==> config.mk <==
export PLATFORM = sky130hd
export DESIGN_NAME = cmd_back
export DESIGN_NICKNAME = d
export VERILOG_FILES = /design/src/hdl/cmd_pkg.sv /design/src/hdl/cmd_back.sv
export SDC_FILE = /design/constraint.sdc
export NUM_CORES = 2
export LEC_CHECK = 0
export BUFFER_PORTS_ARGS = -buffer_cell sky130_fd_sc_hd__clkbuf_2
export CORE_MARGIN = 1.5
export CORE_UTILIZATION = 45
export CTS_CLUSTER_SIZE = 14
export DETAILED_ROUTE_END_ITERATION = 10
export SKIP_CTS_REPAIR_TIMING = 1
export SLEW_MARGIN = 30
export SYNTH_ARGS = -nofsm -noshare
export SYNTH_HDL_FRONTEND = slang
export SYNTH_SLANG_ARGS = --single-unit
export TNS_END_PERCENT = 10
==> constraint.sdc <==
create_clock -name clk -period 26.8 [get_ports clk]
set_clock_uncertainty 0.05 [all_clocks]
set_input_delay 2.68 -clock clk [delete_from_list [all_inputs] [get_ports clk]]
set_output_delay 2.68 -clock clk [all_outputs]
set_load 0.05 [all_outputs]
==> src/hdl/cmd_pkg.sv <==
// Shared types and constants for the cosine minimum-distance block.
package cmd_pkg;

  localparam int LANES     = 4;
  localparam int ELEM_W    = 16;
  localparam int PROD_W    = 2 * ELEM_W;
  localparam int ACC_W     = 48;
  localparam int HALF_W    = ACC_W / 2;
  localparam int NORM_W    = 2 * ACC_W;
  localparam int WIDE_W    = 128;
  localparam int FRAC_BITS = 15;
  localparam int SIM_W     = 16;
  localparam int BIT_W     = 4;
  localparam int STEP_W    = 4;
  localparam int QDEPTH    = 4;
  localparam int QPTR_W    = $clog2(QDEPTH);
  localparam int QCNT_W    = $clog2(QDEPTH + 1);

  localparam logic [SIM_W-1:0] ONE_Q15  = SIM_W'(1 << FRAC_BITS);
  localparam logic [BIT_W-1:0] TOP_BIT  = BIT_W'(FRAC_BITS - 1);
  localparam logic [STEP_W-1:0] MUL_STEPS = STEP_W'(8);

  typedef struct packed {
    logic [ACC_W-1:0] dot;
    logic [ACC_W-1:0] det_sq;
    logic [ACC_W-1:0] trk_sq;
    logic             eot;
  } vec_t;

  typedef struct packed {
    logic nonempty;
    logic nearly_full;
  } queue_stat_t;

  typedef enum logic [2:0] {
    ST_IDLE,
    ST_MUL,
    ST_TOP,
    ST_BITS,
    ST_UPD
  } back_state_t;

endpackage

==> src/hdl/cmd_back.sv <==
// Back end: per-vector similarity search, best tracking and distance output.
module cmd_back import cmd_pkg::*; (
  input  logic             clk,
  input  logic             rst_n,
  input  vec_t             head,
  input  queue_stat_t      stat,
  output logic             pop,
  output logic             out_valid,
  input  logic             out_stall,
  output logic [SIM_W-1:0] out_distance
);

  back_state_t       state_r, state_nxt;
  logic [ACC_W-1:0]  xy_r, xy_nxt, xx_r, xx_nxt, yy_r, yy_nxt;
  logic              eot_r, eot_nxt;
  logic [STEP_W-1:0] step_r, step_nxt;
  logic [ACC_W-1:0]  prod_r, prod_nxt;
  logic [2:0]        psel_r, psel_nxt;
  logic              pvld_r, pvld_nxt;
  logic [NORM_W-1:0] n_r, n_nxt;
  logic [WIDE_W-1:0] r_r, r_nxt, p_r, p_nxt, q_r, q_nxt;
  logic [SIM_W-1:0]  s_r, s_nxt, best_r, best_nxt, dist_r, dist_nxt;
  logic [BIT_W-1:0]  k_r, k_nxt;
  logic              ovld_r, ovld_nxt;

  logic [ACC_W-1:0]  op_a, op_b;
  logic [HALF_W-1:0] half_a, half_b;
  logic [1:0]        hsum;
  logic [WIDE_W-1:0] prod_sh, n_ext, trial;
  logic [SIM_W-1:0]  best_max;
  logic              zero_sim;

  assign op_a   = step_r[2] ? xy_r : xx_r;
  assign op_b   = step_r[2] ? xy_r : yy_r;
  assign half_a = step_r[1] ? op_a[ACC_W-1:HALF_W] : op_a[HALF_W-1:0];
  assign half_b = step_r[0] ? op_b[ACC_W-1:HALF_W] : op_b[HALF_W-1:0];
  assign hsum   = {1'b0, psel_r[1]} + {1'b0, psel_r[0]};
  assign n_ext  = WIDE_W'(n_r);
  assign trial  = p_r + (q_r << ({1'b0, k_r} + 5'd1)) + (n_ext << {k_r, 1'b0});
  assign best_max = (s_r > best_r) ? s_r : best_r;
  assign zero_sim = (head.det_sq == '0) || (head.trk_sq == '0) || (head.dot == '0) ||
                    head.dot[ACC_W-1];

  always_comb begin
    case (hsum)
      2'd0:    prod_sh = WIDE_W'(prod_r);
      2'd1:    prod_sh = WIDE_W'(prod_r) << HALF_W;
      default: prod_sh = WIDE_W'(prod_r) << (2 * HALF_W);
    endcase
  end

  always_comb begin
    state_nxt = state_r;
    xy_nxt    = xy_r;
    xx_nxt    = xx_r;
    yy_nxt    = yy_r;
    eot_nxt   = eot_r;
    step_nxt  = step_r;
    psel_nxt  = step_r[2:0];
    pvld_nxt  = 1'b0;
    prod_nxt  = prod_r;
    n_nxt     = n_r;
    r_nxt     = r_r;
    p_nxt     = p_r;
    q_nxt     = q_r;
    s_nxt     = s_r;
    k_nxt     = k_r;
    best_nxt  = best_r;
    dist_nxt  = dist_r;
    ovld_nxt  = ovld_r && out_stall;
    pop       = 1'b0;
    unique case (state_r)
      ST_IDLE: begin
        if (stat.nonempty) begin
          pop     = 1'b1;
          xy_nxt  = head.dot;
          xx_nxt  = head.det_sq;
          yy_nxt  = head.trk_sq;
          eot_nxt = head.eot;
          if (zero_sim) begin
            s_nxt     = '0;
            state_nxt = ST_UPD;
          end else begin
            n_nxt     = '0;
            r_nxt     = '0;
            step_nxt  = '0;
            state_nxt = ST_MUL;
          end
        end
      end
      ST_MUL: begin
        // one 24x24 partial product per cycle, summed in on the next
        if (!step_r[STEP_W-1]) begin
          step_nxt = step_r + STEP_W'(1);
          pvld_nxt = 1'b1;
          prod_nxt = ACC_W'(half_a) * ACC_W'(half_b);
        end
        if (pvld_r) begin
          if (psel_r[2]) r_nxt = r_r + (prod_sh << (2 * FRAC_BITS));
          else           n_nxt = n_r + NORM_W'(prod_sh);
        end
        if (step_r == MUL_STEPS) state_nxt = ST_TOP;
      end
      ST_TOP: begin
        if ((n_ext << (2 * FRAC_BITS)) <= r_r) begin
          s_nxt     = ONE_Q15;
          state_nxt = ST_UPD;
        end else begin
          s_nxt     = '0;
          p_nxt     = '0;
          q_nxt     = '0;
          k_nxt     = TOP_BIT;
          state_nxt = ST_BITS;
        end
      end
      ST_BITS: begin
        // p = s*s*N, q = s*N
        if (trial <= r_r) begin
          s_nxt = s_r | (SIM_W'(1) << k_r);
          p_nxt = trial;
          q_nxt = q_r + (n_ext << k_r);
        end
        k_nxt = k_r - BIT_W'(1);
        if (k_r == '0) state_nxt = ST_UPD;
      end
      ST_UPD: begin
        if (!eot_r) begin
          best_nxt  = best_max;
          state_nxt = ST_IDLE;
        end else if (!ovld_r || !out_stall) begin
          ovld_nxt  = 1'b1;
          dist_nxt  = ONE_Q15 - best_max;
          best_nxt  = '0;
          state_nxt = ST_IDLE;
        end
      end
      default: state_nxt = ST_IDLE;
    endcase
  end

  always_ff @(posedge clk) begin
    if (!rst_n) begin
      state_r <= ST_IDLE;
      pvld_r  <= 1'b0;
      best_r  <= '0;
      ovld_r  <= 1'b0;
    end else begin
      state_r <= state_nxt;
      pvld_r  <= pvld_nxt;
      best_r  <= best_nxt;
      ovld_r  <= ovld_nxt;
    end
  end

  always_ff @(posedge clk) begin
    xy_r   <= xy_nxt;
    xx_r   <= xx_nxt;
    yy_r   <= yy_nxt;
    eot_r  <= eot_nxt;
    step_r <= step_nxt;
    psel_r <= psel_nxt;
    prod_r <= prod_nxt;
    n_r    <= n_nxt;
    r_r    <= r_nxt;
    p_r    <= p_nxt;
    q_r    <= q_nxt;
    s_r    <= s_nxt;
    k_r    <= k_nxt;
    dist_r <= dist_nxt;
  end

  assign out_valid    = ovld_r;
  assign out_distance = dist_r;

endmodule
==> impl_metrics.tcl <==
set metrics [dict create \
    crit_path_end_kind "flop" \
    drc 0 \
    worst_r2r_endpoint "p_r[94]" \
    finalHoldViolCount 0 \
    post-dp-hpwl_um 280000 \
    finalCriticalPeriod_ns 15.63 \
    cp_max_fo 101 \
    gp_congestion 1.03 \
    synth_cell_types 88 \
    synth_top_area_cell "edfxtp_1" \
    syn2layout_area_growth_pct 6.71 \
    root_buffer "clkbuf_16" \
    routed-via-count 84300 \
    grt_pass1_vias 83500 \
    reg2regPathDepth 40 \
    fin_hold_ws_ns 0.468 \
    avgSynthCellArea_um2 8.69 \
    coreArea_mm2 0.210 \
    hp-class "flop to flop" \
    clock.fmax_mhz 64.0 \
    cp-start-kind "flop" \
    ys.warnings.count 0 \
    setup_viol 0 \
    h-tree-depth 3 \
    port_buffers 166 \
    syn-cell-area_mm2 0.0953 \
    path_class "flop to flop" \
    rsz0062_at_grt "false" \
    cp.required_ns 27.12 \
    wl_per_cell_um 25.4 \
    die_h_um 463 \
    worst_pin_slew_ns 1.03 \
    period_share_pct 58.3 \
    ys_seq_elements 707 \
    grtUsageMet3_pct 4.20 \
    die_w_um 463 \
    nNetsFinal 12300 \
    grtUsageMet2_pct 50.8 \
    grt_max_degree 280 \
    postSynthCellCount 11000 \
    clkTransAtPathRegs_ns 0.06 \
    ios 168 \
    first_pass_iters 6 \
    grt_usage_pct 31.5 \
    grt_pass1_wl_um 516000 \
    clk_path_buf_depth 3 \
    ff2ff_setup_slack_ns 11.17 \
    slew_headroom_pct 31.6 \
    worst_slack_ns 11.17 \
    synth_area_leaders "edfxtp_1, fa_1, ha_1, mux2i_1, nand2_1" \
    dr.first_iter.drc_count 8214 \
    synth_edf_count 683 \
    crit_top_cell "buf_4" \
    max_cap_violations 0 \
    ys_seq_area_share_pct 22.0 \
    synth_common_cells "nand2_1, nor2_1, inv_1" \
    critical_path_arrival_ns 15.95 \
    drive_gt1_share_pct 6.87 \
    viasPerCell 6.20 \
    fin_tns_setup_ns 0 \
    design_area_mm2 0.102 \
    syn_nets 12600 \
    wirelength_um 345000 \
    yosysMostFrequentCell "nand2_1" \
    slowest_delay_ns 0.82 \
    start_util_pct 45.4 \
    place_worst_setup_slack_ns 11.43 \
    post_dp_cell_area_mm2 0.0983 \
    rows 168 \
    antenna_left 0 \
    ys.flop_type "edfxtp_1" \
    cts.sinks 707 \
    busiest_layer "met2" \
    setup.worst_path.start "k_r[1]" \
    ys_async_sr_fraction_pct 0 \
    cts_tree "yes" \
    use_met1_pct 42.0 \
    clk_latency_ns 0.78 \
    slew_violations 0 \
    cp-endpoint "p_r[94]" \
    synth_top_area_share_pct 21.5 \
    reg2reg_from "k_r[1]" \
    cts_buffers 94 \
    fill_cells 20400 \
    status "completed" \
    cpMaxStageDelayCell "nor4_4" \
    min_delay_path_depth 2 \
    grt_remaining_overflow 0 \
    antenna_found_initial 9 \
    dieArea_mm2 0.215 \
]
-- critical path: cells and delay by family, from the launching register on --
family,cells,cell delay [ns]
buffers and inverters,9,2.85
AND/OR/NAND/NOR,13,4.64
adder cells (fa/ha/maj),6,2.46
XOR/XNOR,1,0.19
AO/OA/AOI/OAI,11,4.29
flip-flops,1,0.32
-- kinds of logic (layout without fill, tap and decap cells) --
| family | after synthesis | count (layout) | share of synthesized area [%] |
|---|---|---|---|
| adders and majority gates | 1438 | 1438 | 23.7 |
| AOI/OAI and AO/OA | 2629 | 2629 | 17.0 |
| and+or+nand+nor | 3527 | 3527 | 17.0 |
| xor gates and xnor gates | 457 | 457 | 4.20 |
| muxes | 717 | 717 | 10.2 |
| DFF | 707 | 707 | 22.0 |
| other | 0 | 9 | 0 |
| buffers and inverters | 1488 | 1306 | 5.88 |
-- metal layers --
| layer | up-vias | share of wire (%) |
|---|---|---|
| met2 | 3897 | 46 |
| met3 | 778 | 7.6 |
| met5 | - | 0.0038 |
| li1 | 38300 | - |
| met1 | 41400 | 42 |
| met4 | 2 | 5.3 |
-- cell usage in the layout, fill, tap and decap left out, types with 31 or more instances in the layout --
cell       netlist  routed
a21boi_0        42      42
nor2b_1        105     105
o31ai_1         33      33
and2_1         257     256
edfxtp_1       683     683
xor2_1         174     174
nand2_1       1272    1271
and3_1          46      44
clkbuf_2         1     166
nor3_1         137     134
o21a_1          70      70
ha_1           826     823
nand4_1        242     242
mux2i_1        485     485
a21oi_1        800     799
a31oi_1         72      72
o21ai_0        712     703
a211oi_1        50      50
o211ai_1        55      55
buf_4            0      81
clkbuf_16        0      94
inv_1          872     870
a21o_1         359     359
nor2_1         985     982
or3_1           38      38
nand2b_1       171     171
fa_1           612     612
o21bai_1       162     160
nand3_1        119     116
or2_2           31      31
xnor2_1        283     281
nor4_1          72      69
mux4_2         202     202
-- layout make-up --
cell class / instances / area (µm²) / area share [%]
multi-input cells: 8768 / 68900 / 67.8
flip-flops and latches: 707 / 21000 / 20.6
well taps: 2805 / 3510 / 3.45
inverters: 875 / 3290 / 3.24
clock buffers: 114 / 2490 / 2.45
repair buffers: 255 / 1600 / 1.58
clock inverters: 62 / 852 / 0.838
diodes: 9 / 22.5 / 0.0221
-- metrics by stage --
step,util [%],cells
floorplan,-,11000
global placement,46.8,13400
detailed placement,46.8,13400
CTS,48.4,13600
global route,48.4,13600
finish,48.4,13600
-- how the worst min path moves through the flow --
stage,from,end,slack [ns]
floorplan,step_r[2],psel_r[2],0.30
global placement,out_valid,out_valid,0.45
detailed placement,out_valid,out_valid,0.46
CTS,out_valid,out_valid,0.47
global route,out_valid,out_valid,0.49
finish,out_valid,out_valid,0.47
-- state kept, by name, indices dropped and copies added, names as in the netlist, 16 cells and up --
signal	count
best_r	16
n_r	96
out_distance	16
p_r	128
prod_r	48
q_r	128
r_r	98
s_r	16
xx_r	48
xy_r	48
yy_r	48
Power is not shown: default switching activity piles up to over one toggle a cycle in this logic, so the estimate is an artifact.
