<file path="config.mk">
export PLATFORM = sky130hd
export DESIGN_NAME = cmd_queue
export DESIGN_NICKNAME = d
export VERILOG_FILES = /design/src/hdl/cmd_pkg.sv /design/src/hdl/cmd_queue.sv
export SDC_FILE = /design/constraint.sdc
export NUM_CORES = 1
export LEC_CHECK = 0
export BUFFER_PORTS_ARGS = -buffer_cell sky130_fd_sc_hd__buf_4
export CORE_UTILIZATION = 30
export DETAILED_ROUTE_END_ITERATION = 6
export RECOVER_POWER = 100
export SLEW_MARGIN = 40
export SYNTH_ARGS = -nofsm -noshare
export SYNTH_HDL_FRONTEND = slang
export SYNTH_SLANG_ARGS = --single-unit
export TNS_END_PERCENT = 1
</file>
<file path="constraint.sdc">
create_clock -name clk -period 5.1 [get_ports clk]
set_input_delay 1.02 -clock clk [delete_from_list [all_inputs] [get_ports clk]]
set_output_delay 1.02 -clock clk [all_outputs]
set_load 0.005 [all_outputs]
</file>
<file path="src/hdl/cmd_pkg.sv">
// Shared types and constants for the cosine minimum-distance block.
package cmd_pkg;

  localparam int LANES     = 4;
  localparam int ELEM_W    = 16;
  localparam int PROD_W    = 2 * ELEM_W;
  localparam int ACC_W     = 48;
  localparam int HALF_W    = ACC_W / 2;
  localparam int NORM_W    = 2 * ACC_W;
  localparam int WIDE_W    = 128;
  localparam int FRAC_BITS = 15;
  localparam int SIM_W     = 16;
  localparam int BIT_W     = 4;
  localparam int STEP_W    = 4;
  localparam int QDEPTH    = 4;
  localparam int QPTR_W    = $clog2(QDEPTH);
  localparam int QCNT_W    = $clog2(QDEPTH + 1);

  localparam logic [SIM_W-1:0] ONE_Q15  = SIM_W'(1 << FRAC_BITS);
  localparam logic [BIT_W-1:0] TOP_BIT  = BIT_W'(FRAC_BITS - 1);
  localparam logic [STEP_W-1:0] MUL_STEPS = STEP_W'(8);

  typedef struct packed {
    logic [ACC_W-1:0] dot;
    logic [ACC_W-1:0] det_sq;
    logic [ACC_W-1:0] trk_sq;
    logic             eot;
  } vec_t;

  typedef struct packed {
    logic nonempty;
    logic nearly_full;
  } queue_stat_t;

  typedef enum logic [2:0] {
    ST_IDLE,
    ST_MUL,
    ST_TOP,
    ST_BITS,
    ST_UPD
  } back_state_t;

endpackage

</file>
<file path="src/hdl/cmd_queue.sv">
// Short queue of finished vector sums between front and back.
module cmd_queue import cmd_pkg::*; (
  input  logic        clk,
  input  logic        rst_n,
  input  logic        push,
  input  vec_t        push_data,
  input  logic        pop,
  output vec_t        head,
  output queue_stat_t stat
);

  vec_t              slot_r [QDEPTH];
  logic [QPTR_W-1:0] wr_r, rd_r;
  logic [QCNT_W-1:0] cnt_r;

  always_ff @(posedge clk) begin
    if (push) begin
      slot_r[wr_r] <= push_data;
    end
  end

  always_ff @(posedge clk) begin
    if (!rst_n) begin
      wr_r  <= '0;
      rd_r  <= '0;
      cnt_r <= '0;
    end else begin
      if (push) wr_r <= wr_r + QPTR_W'(1);
      if (pop)  rd_r <= rd_r + QPTR_W'(1);
      if (push && !pop)      cnt_r <= cnt_r + QCNT_W'(1);
      else if (pop && !push) cnt_r <= cnt_r - QCNT_W'(1);
    end
  end

  assign head             = slot_r[rd_r];
  assign stat.nonempty    = cnt_r != '0;
  assign stat.nearly_full = cnt_r >= QCNT_W'(QDEPTH - 1);

endmodule

</file>
==> out/qor.csv, run 1 <==
stage,metric,value,unit
pwr,ir_worst_vdd,0.000278,V
die,num_io_pins,296,
setup_path,crit_path_end_kind,primary output,
timing,final.setup.worst_slack,0.967,ns
die,die_area,72200,um^2
clocking,cts_buffers,67,
die,fp.coreArea,70100,um^2
timing,tns,0,ns
place,placed_cells,2021,
synth,yosysMostFrequentCell,edfxtp_1,
timing,fin_crit,4.13,ns
pwr,leakage,0.00804,uW
pwr,p_per_area,428,nW/um^2
clocking,cts_max_path_buffers,3,
setup_path,path_class,reg -> out,
timing,tightest_slew,2.66,ns
global_route,track_usage,12.3,%
clocking,ctsHoldBuffers,0,
setup_path,cp-start-kind,flip-flop,
final_layout,final_util,37.0,%
run_status,status,"complete, but fails checks",
place,gp_congestion,0.697,
die,placementRows,97,
synth,synth-edff-count,580,
timing,timing.hold.ws,0.523,ns
hold_path,holdCritPathClass,reg -> reg,
global_route,grt_pass1_vias,10400,
global_route,antenna_found_initial,11,
final_layout,drive_above_1_share,27.0,%
synth,netlist_instances,800,
setup_path,cp.required,4.08,ns
timing,period_share,81.0,%
setup_path,arrival,3.11,ns
timing,fmax,242,MHz
setup_path,slowest_delay,1.16,ns
detailed_routing,drt-total-wl,44200,um
place,dp_slack,2.08,ns
detailed_routing,wl_per_cell,20.6,um
setup_path,cp_slowest_cell,clkbuf_4,
detailed_routing,drc,0,
final_layout,final_cells,2142,
clocking,path_clk_slew,0.06,ns
synth,synth_flop_cell,edfxtp_1,
synth,synth_fp_nets,955,
synth,synth.avg_cell_area,26.7,um^2
timing,maxSlewHeadroom,-77.3,%
detailed_routing,vias_per_cell,4.47,
detailed_routing,vias,9585,
timing,setup_viol,0,
final_layout,nets,1305,
setup_path,crit_chain,"clkbuf_4, mux4_2, clkbuf_1",
global_route,overflow,0,
detailed_routing,drt_iter0_markers,540,
synth,netlist.area_leader.share,81.6,%
synth,synth.area.top_cells,"edfxtp_1, mux4_2, dfxtp_1",
run_status,violations,"capacitance limit, slew limit",
timing,hold_viol_final,0,
synth,ys_ff_latch,589,
global_route,grt_pass1_wl,65500,um
timing,slew_violations,331,
clocking,htreeDepth,3,
place,dp_hpwl,25600,um
synth,synth_area,21300,um^2
die,die_y,269,um
clocking,clkLatencyLatePin,0.59,ns
detailed_routing,ant_nets,0,
die,start_util,30.4,%
synth,async_flop_share,0,%
die,fp.dieW,269,um
detailed_routing,first_pass_iters,5,
place,numPortBuffers,295,
timing,fin_worst_skew,0.0198,ns
clocking,cts_setup_buffers,0,
clocking,cts_resized,0,
synth,synth_seq_area_share,82.5,%
setup_path,worst-path-max-fanout,84,
timing,rsz0062_at_grt,no,
synth,ys_warn_count,0,
clocking,cts_tree,built,
synth,synthTopCellsByCount,"edfxtp_1, mux4_2, buf_2, and2_1, dfxtp_1",
flow_run,max_cap_violations,6,
synth,yosysUniqueCellTypes,20,
global_route,grt_max_degree,85,
clocking,clockRootBuffer,clkbuf_16,
clocking,cts_sinks,589,
synth,yosysTopAreaCell,edfxtp_1,
final_layout,area.growth.synth_to_final,21.7,%
layer usage:
metal / track usage (%) / vias to the layer above / part of all wire, %
met1: 15.1 / 5033 / 41
met3: 4.78 / 81 / 8.2
li1: - / 4181 / -
met5: 0 / - / 0.24
met2: 19.4 / 272 / 49
met4: 4.64 / 18 / 2.4
final timing paths:
kind                                start       endpoint  slack (ns)  cells after the start
worst max-delay path            flip-flop       head[90]        0.97                      3
worst min-delay path             cnt_r[2]       cnt_r[2]        0.52                      2
worst max register to register    wr_r[1]  slot_r[1][29]        1.38                      5
worst min register to register   cnt_r[2]       cnt_r[2]        0.52                      2
cells by family after synthesis:
| logic type | count (synthesis) | synth area share [%] |
|---|---|---|
| XOR/XNOR | 5 | 0.205 |
| flip-flops | 589 | 82.5 |
| AND/OR/NAND/NOR | 14 | 0.399 |
| multiplexers | 147 | 15.4 |
| buffers and inverters | 36 | 1.04 |
| adder cells (fa/ha/maj) | 6 | 0.387 |
| AO/OA/AOI/OAI | 3 | 0.0938 |
stage by stage:
stage	power, uW	instance area (um^2)
after floorplan	6260	21300
after global placement	6820	24800
after detailed placement	6850	24800
after CTS	11500	26900
after global routing	11600	26000
final	11100	26000
worst max-delay path: cells and delay by family (launching register included):
family,cells,cell delay (ns)
buffers and inverters,2,1.43
flip-flops,1,0.58
multiplexers,1,0.41
flip-flops by register name, summed over array words and instances, names as in the netlist, named ones only:
signal and cells:
wr_r 2, slot_r 580, cnt_r 3, rd_r 2
final cells by class:
cell class	instances	area, um^2
Inverter	4	15.0
Clock buffer	87	1790
Fill cell	6563	44200
Tap cell	940	1180
Multi-Input combinational cell	175	3520
Antenna cell	1	2.50
Timing Repair Buffer	313	1560
Sequential cell	589	17600
Clock inverter	33	303
where the power goes:
group / switching, uW / total, uW / internal (uW)
Clock: 1890 / 4550 / 2660
Combinational: 488 / 937 / 449
Sequential: 66.7 / 5640 / 5570
Total: 2450 / 11100 / 8680
placed cells by master, fill, tap and decap left out, types with 2 or more instances in the layout:
master and instances:
bufinv_16 3, buf_4 9, clkinv_1 8, clkbuf_4 61, dfxtp_4 2, mux4_2 145
xor2_1 3, dfxtp_1 7, mux2i_1 2, clkbuf_1 247, buf_12 7, inv_6 2
ha_1 5, clkinv_4 3, xnor2_1 2, clkbuf_16 69, edfxtp_1 580, nor2b_1 2
and2_0 7, inv_1 4, clkinv_2 11, clkinv_8 4, and2_1 2, clkbuf_2 6
or3_1 2
Power figures use the tool's default switching activity.
==> inputs of run 2 (changes only) <==
--- a/config.mk
+++ b/config.mk
@@ -5,6 +5,7 @@
 export SDC_FILE = /design/constraint.sdc
 export NUM_CORES = 1
 export LEC_CHECK = 0
+export ABC_AREA = 1
 export BUFFER_PORTS_ARGS = -buffer_cell sky130_fd_sc_hd__buf_4
 export CORE_UTILIZATION = 30
 export DETAILED_ROUTE_END_ITERATION = 6
==> constraint.sdc (replaced) <==
create_clock -name clk -period 3.8 [get_ports clk]
set_input_delay 0.76 -clock clk [delete_from_list [all_inputs] [get_ports clk]]
set_output_delay 0.76 -clock clk [all_outputs]
set_load 0.005 [all_outputs]
==> out/qor.csv, run 2 <==
stage,metric,value,unit,change
run_status,status,"complete, but fails checks",,
run_status,violations,"capacitance limit, slew limit",,
detailed_routing,vias_per_cell,4.77,,+6.6%
die,fp.dieW,272,um,+1.1%
setup_path,path_delay_family,buffers and inverters,,
pwr,swShare,21.8,%,-0.19 points
clocking,clockRootBuffer,clkbuf_16,,
pwr,pwr-share-comb,8.1,%,-0.3 points
timing,tns,0,ns,unchanged
synth,synth_area,21800,um^2,+2.2%
final_layout,final_util,36.9,%,-0.10 points
synth,synth.avg_cell_area,14.9,um^2,-44%
timing,setup_viol,0,,unchanged
setup_path,worstPathBufferInverterCount,3,,+1
pwr,p_total,15100,uW,+36%
synth,synth.area.top_cells,"edfxtp_1, o21ai_0, nor2_1",,
setup_path,timing.rr.start,wr_r[0],,
die,placementRows,98,,+1.0%
clocking,cts_buffers,67,,unchanged
detailed_routing,vias,13100,,+37%
synth,synth_fp_nets,1615,,+69%
global_route,grt_max_degree,175,,+110%
synth,ys_ff_latch,589,,unchanged
setup_path,crit_chain,"buf_12, buf_16, o21ai_0, o22ai_1, clkbuf_4",,
setup_path,reg2reg_to,slot_r[0][15],,
final_layout,final_cell_mix,"edfxtp_1, o21ai_0, nor2_1",,
setup_path,path_class,reg -> out,,
clocking,path_clk_slew,0.06,ns,about the same
die,die_y,272,um,+1.1%
die,num_io_pins,296,,unchanged
clocking,cts_resized,0,,unchanged
pwr,power_frac_clock,42.3,%,+1.4 points
place,numPortBuffers,295,,unchanged
clocking,clkLatencyLatePin,0.59,ns,about the same
timing,fmax,290,MHz,
detailed_routing,drc,0,,unchanged
clocking,htreeDepth,3,,unchanged
die,fp.coreArea,71700,um^2,+2.3%
detailed_routing,ant_nets,0,,unchanged
clocking,ctsHoldBuffers,0,,unchanged
timing,tightest_slew,2.51,ns,-0.148 ns
final_layout,mostFrequentLayoutCell,edfxtp_1,,
synth,netlist_instances,1460,,+83%
setup_path,cp-start-kind,flip-flop,,
final_layout,top_regs,"slot_r x580, cnt_r x3",,
place,dp_hpwl,28300,um,+11%
detailed_routing,drt_iter0_markers,830,,+54%
clocking,cts_tree,built,,
pwr,pwr-share-seq,49.6,%,-1.1 points
timing,hold_viol_final,0,,unchanged
pwr,leakage,0.00861,uW,+7.1%
setup_path,crit_path_end_kind,primary output,,
pwr,internal-power,11800,uW,+36%
flow_run,max_cap_violations,4,,-2
final_layout,largest_reg_flops,580,,unchanged
detailed_routing,drt-total-wl,51800,um,+17%
global_route,overflow,0,,unchanged
synth,yosysUniqueCellTypes,17,,-15%
place,gp_congestion,0.746,,+7.1%
synth,yosysMostFrequentCell,edfxtp_1,,
detailed_routing,wl_per_cell,18.8,um,-8.7%
clocking,cts_max_path_buffers,3,,unchanged
final_layout,nets,1907,,+46%
synth,ys_warn_count,0,,unchanged
synth,synth_flop_cell,edfxtp_1,,
final_layout,drive_above_1_share,11.9,%,-15 points
setup_path,cp_slowest_cell,dfxtp_1,,
setup_path,cp.depth,5,,+2
timing,period_share,90.8,%,
timing,rsz0062_at_grt,no,,
timing,fin_worst_skew,0.0207,ns,+0.000859 ns
setup_path,endpoint,head[124],,
timing,slew_violations,224,,-32%
timing,fin_crit,3.45,ns,
synth,synthTopCellsByCount,"edfxtp_1, o21ai_0, nor2_1, o22ai_1, clkbuf_1",,
detailed_routing,first_pass_iters,5,,unchanged
setup_path,cp.required,3.04,ns,-1.04 ns
clocking,cts_sinks,589,,unchanged
global_route,grt_pass1_vias,13500,,+30%
clocking,cts_setup_buffers,0,,unchanged
final_layout,insertedDiodeCount,0,,-1
final_layout,regMostFlops,slot_r,,
synth,synth-edff-count,580,,unchanged
setup_path,worst-path-max-fanout,136,,+62%
global_route,grt_pass1_wl,77500,um,+18%
setup_path,r2r_slack,0.55,ns,-0.83 ns
pwr,ir_worst_vdd,0.000381,V,+37%
die,die_area,73800,um^2,+2.2%
global_route,track_usage,13.9,%,+1.6 points
pwr,p_switching,3300,uW,+35%
global_route,antenna_found_initial,9,,-2
synth,yosysTopAreaCell,edfxtp_1,,
setup_path,arrival,2.69,ns,-0.42 ns
synth,netlist.area_leader.share,79.9,%,-1.7 points
synth,async_flop_share,0,%,unchanged
die,start_util,30.4,%,about the same
hold_path,holdCritPathClass,in -> reg,,
pwr,p_per_area,571,nW/um^2,+33%
timing,maxSlewHeadroom,-67.4,%,+9.9 points
setup_path,slowest_delay,0.54,ns,-0.62 ns
final_layout,area.growth.synth_to_final,21.5,%,
setup_path,ff2ff_path_depth,5,,unchanged
final_layout,nFillCells,6809,,+3.7%
synth,synth_seq_area_share,80.7,%,-1.8 points
-- run 2: changes by cell type in the layout (fill, tap and decap cells not counted), sizes merged, moves of 8 or more --
cell	delta
o21ai	+296
clkbuf	-23
and2	-9
o22ai	+145
nand2	+8
nor2	+293
mux4	-145
inv	+11
buf	+18
-- run 2: worst min path at each step --
stage / start / endpoint / slack (ns) / depth (start not counted)
after detailed placement: rd_r[1] / flip-flop / 0.42 / 1
after global routing: push_data[12] / slot_r[1][12] / 0.39 / 1
after CTS: push_data[25] / slot_r[0][25] / 0.30 / 1
after global placement: rd_r[1] / flip-flop / 0.43 / 1
after floorplan: rd_r[1] / flip-flop / 0.41 / 1
final: push_data[25] / slot_r[3][25] / 0.42 / 1
-- run 2: per-stage QoR --
step / std cells / hold slack (ns) / instance area [um^2] / setup WS, ns
after global placement: 2632 / 0.427 / 25100 / 1.10
final: 2749 / 0.415 / 26500 / 0.349
after detailed placement: 2632 / 0.418 / 25100 / 1.08
after floorplan: 1460 / 0.412 / 21800 / -0.281
after global routing: 2749 / 0.394 / 26500 / 0.180
after CTS: 2748 / 0.301 / 27300 / 0.402
-- run 2: final cells by class --
cell class	count	area, um^2	share of cell area (%)
Inverter	18	82.6	0.312
Clock buffer	77	1780	6.71
Timing Repair Buffer	318	1760	6.64
Clock inverter	39	428	1.62
Multi-Input combinational cell	758	3650	13.8
Sequential cell	589	17600	66.4
Tap cell	950	1190	4.49
-- run 2: metal layers --
metal	GRT usage [%]	up-vias	part of all wire (%)	wire, um
li1	-	6119	-	-
met1	17.0	6537	42	21900
met2	23.0	341	48	24800
met3	4.23	98	7.0	3650
met4	5.07	16	2.4	1260
met5	0	-	0.22	114
-- run 2: worst register-to-register path, stage by stage, from the launching register on --
cell        delay [ns]
dfxtp_1           0.35
inv_1             0.10
ha_1              0.21
nand2_1           0.10
clkinvlp_4        1.07
clkbuf_4          0.95
-- run 2: power by group through the flow --
stage                     logic (uW)  clock network, uW  registers [uW]
after global routing            1370               6790            7520
after global placement          1370                  0            7610
final                           1230               6390            7500
after detailed placement        1400                  0            7630
after floorplan                  605                  0            7640
after CTS                       1410               6580            7490
-- run 2: kinds of logic after synthesis --
logic type,after synthesis,share of synthesized area [%]
DFF,589,80.7
AOI/OAI and AO/OA,447,11.1
and+or+nand+nor,305,5.27
buffers and inverters,113,2.54
adders and majority gates,6,0.379
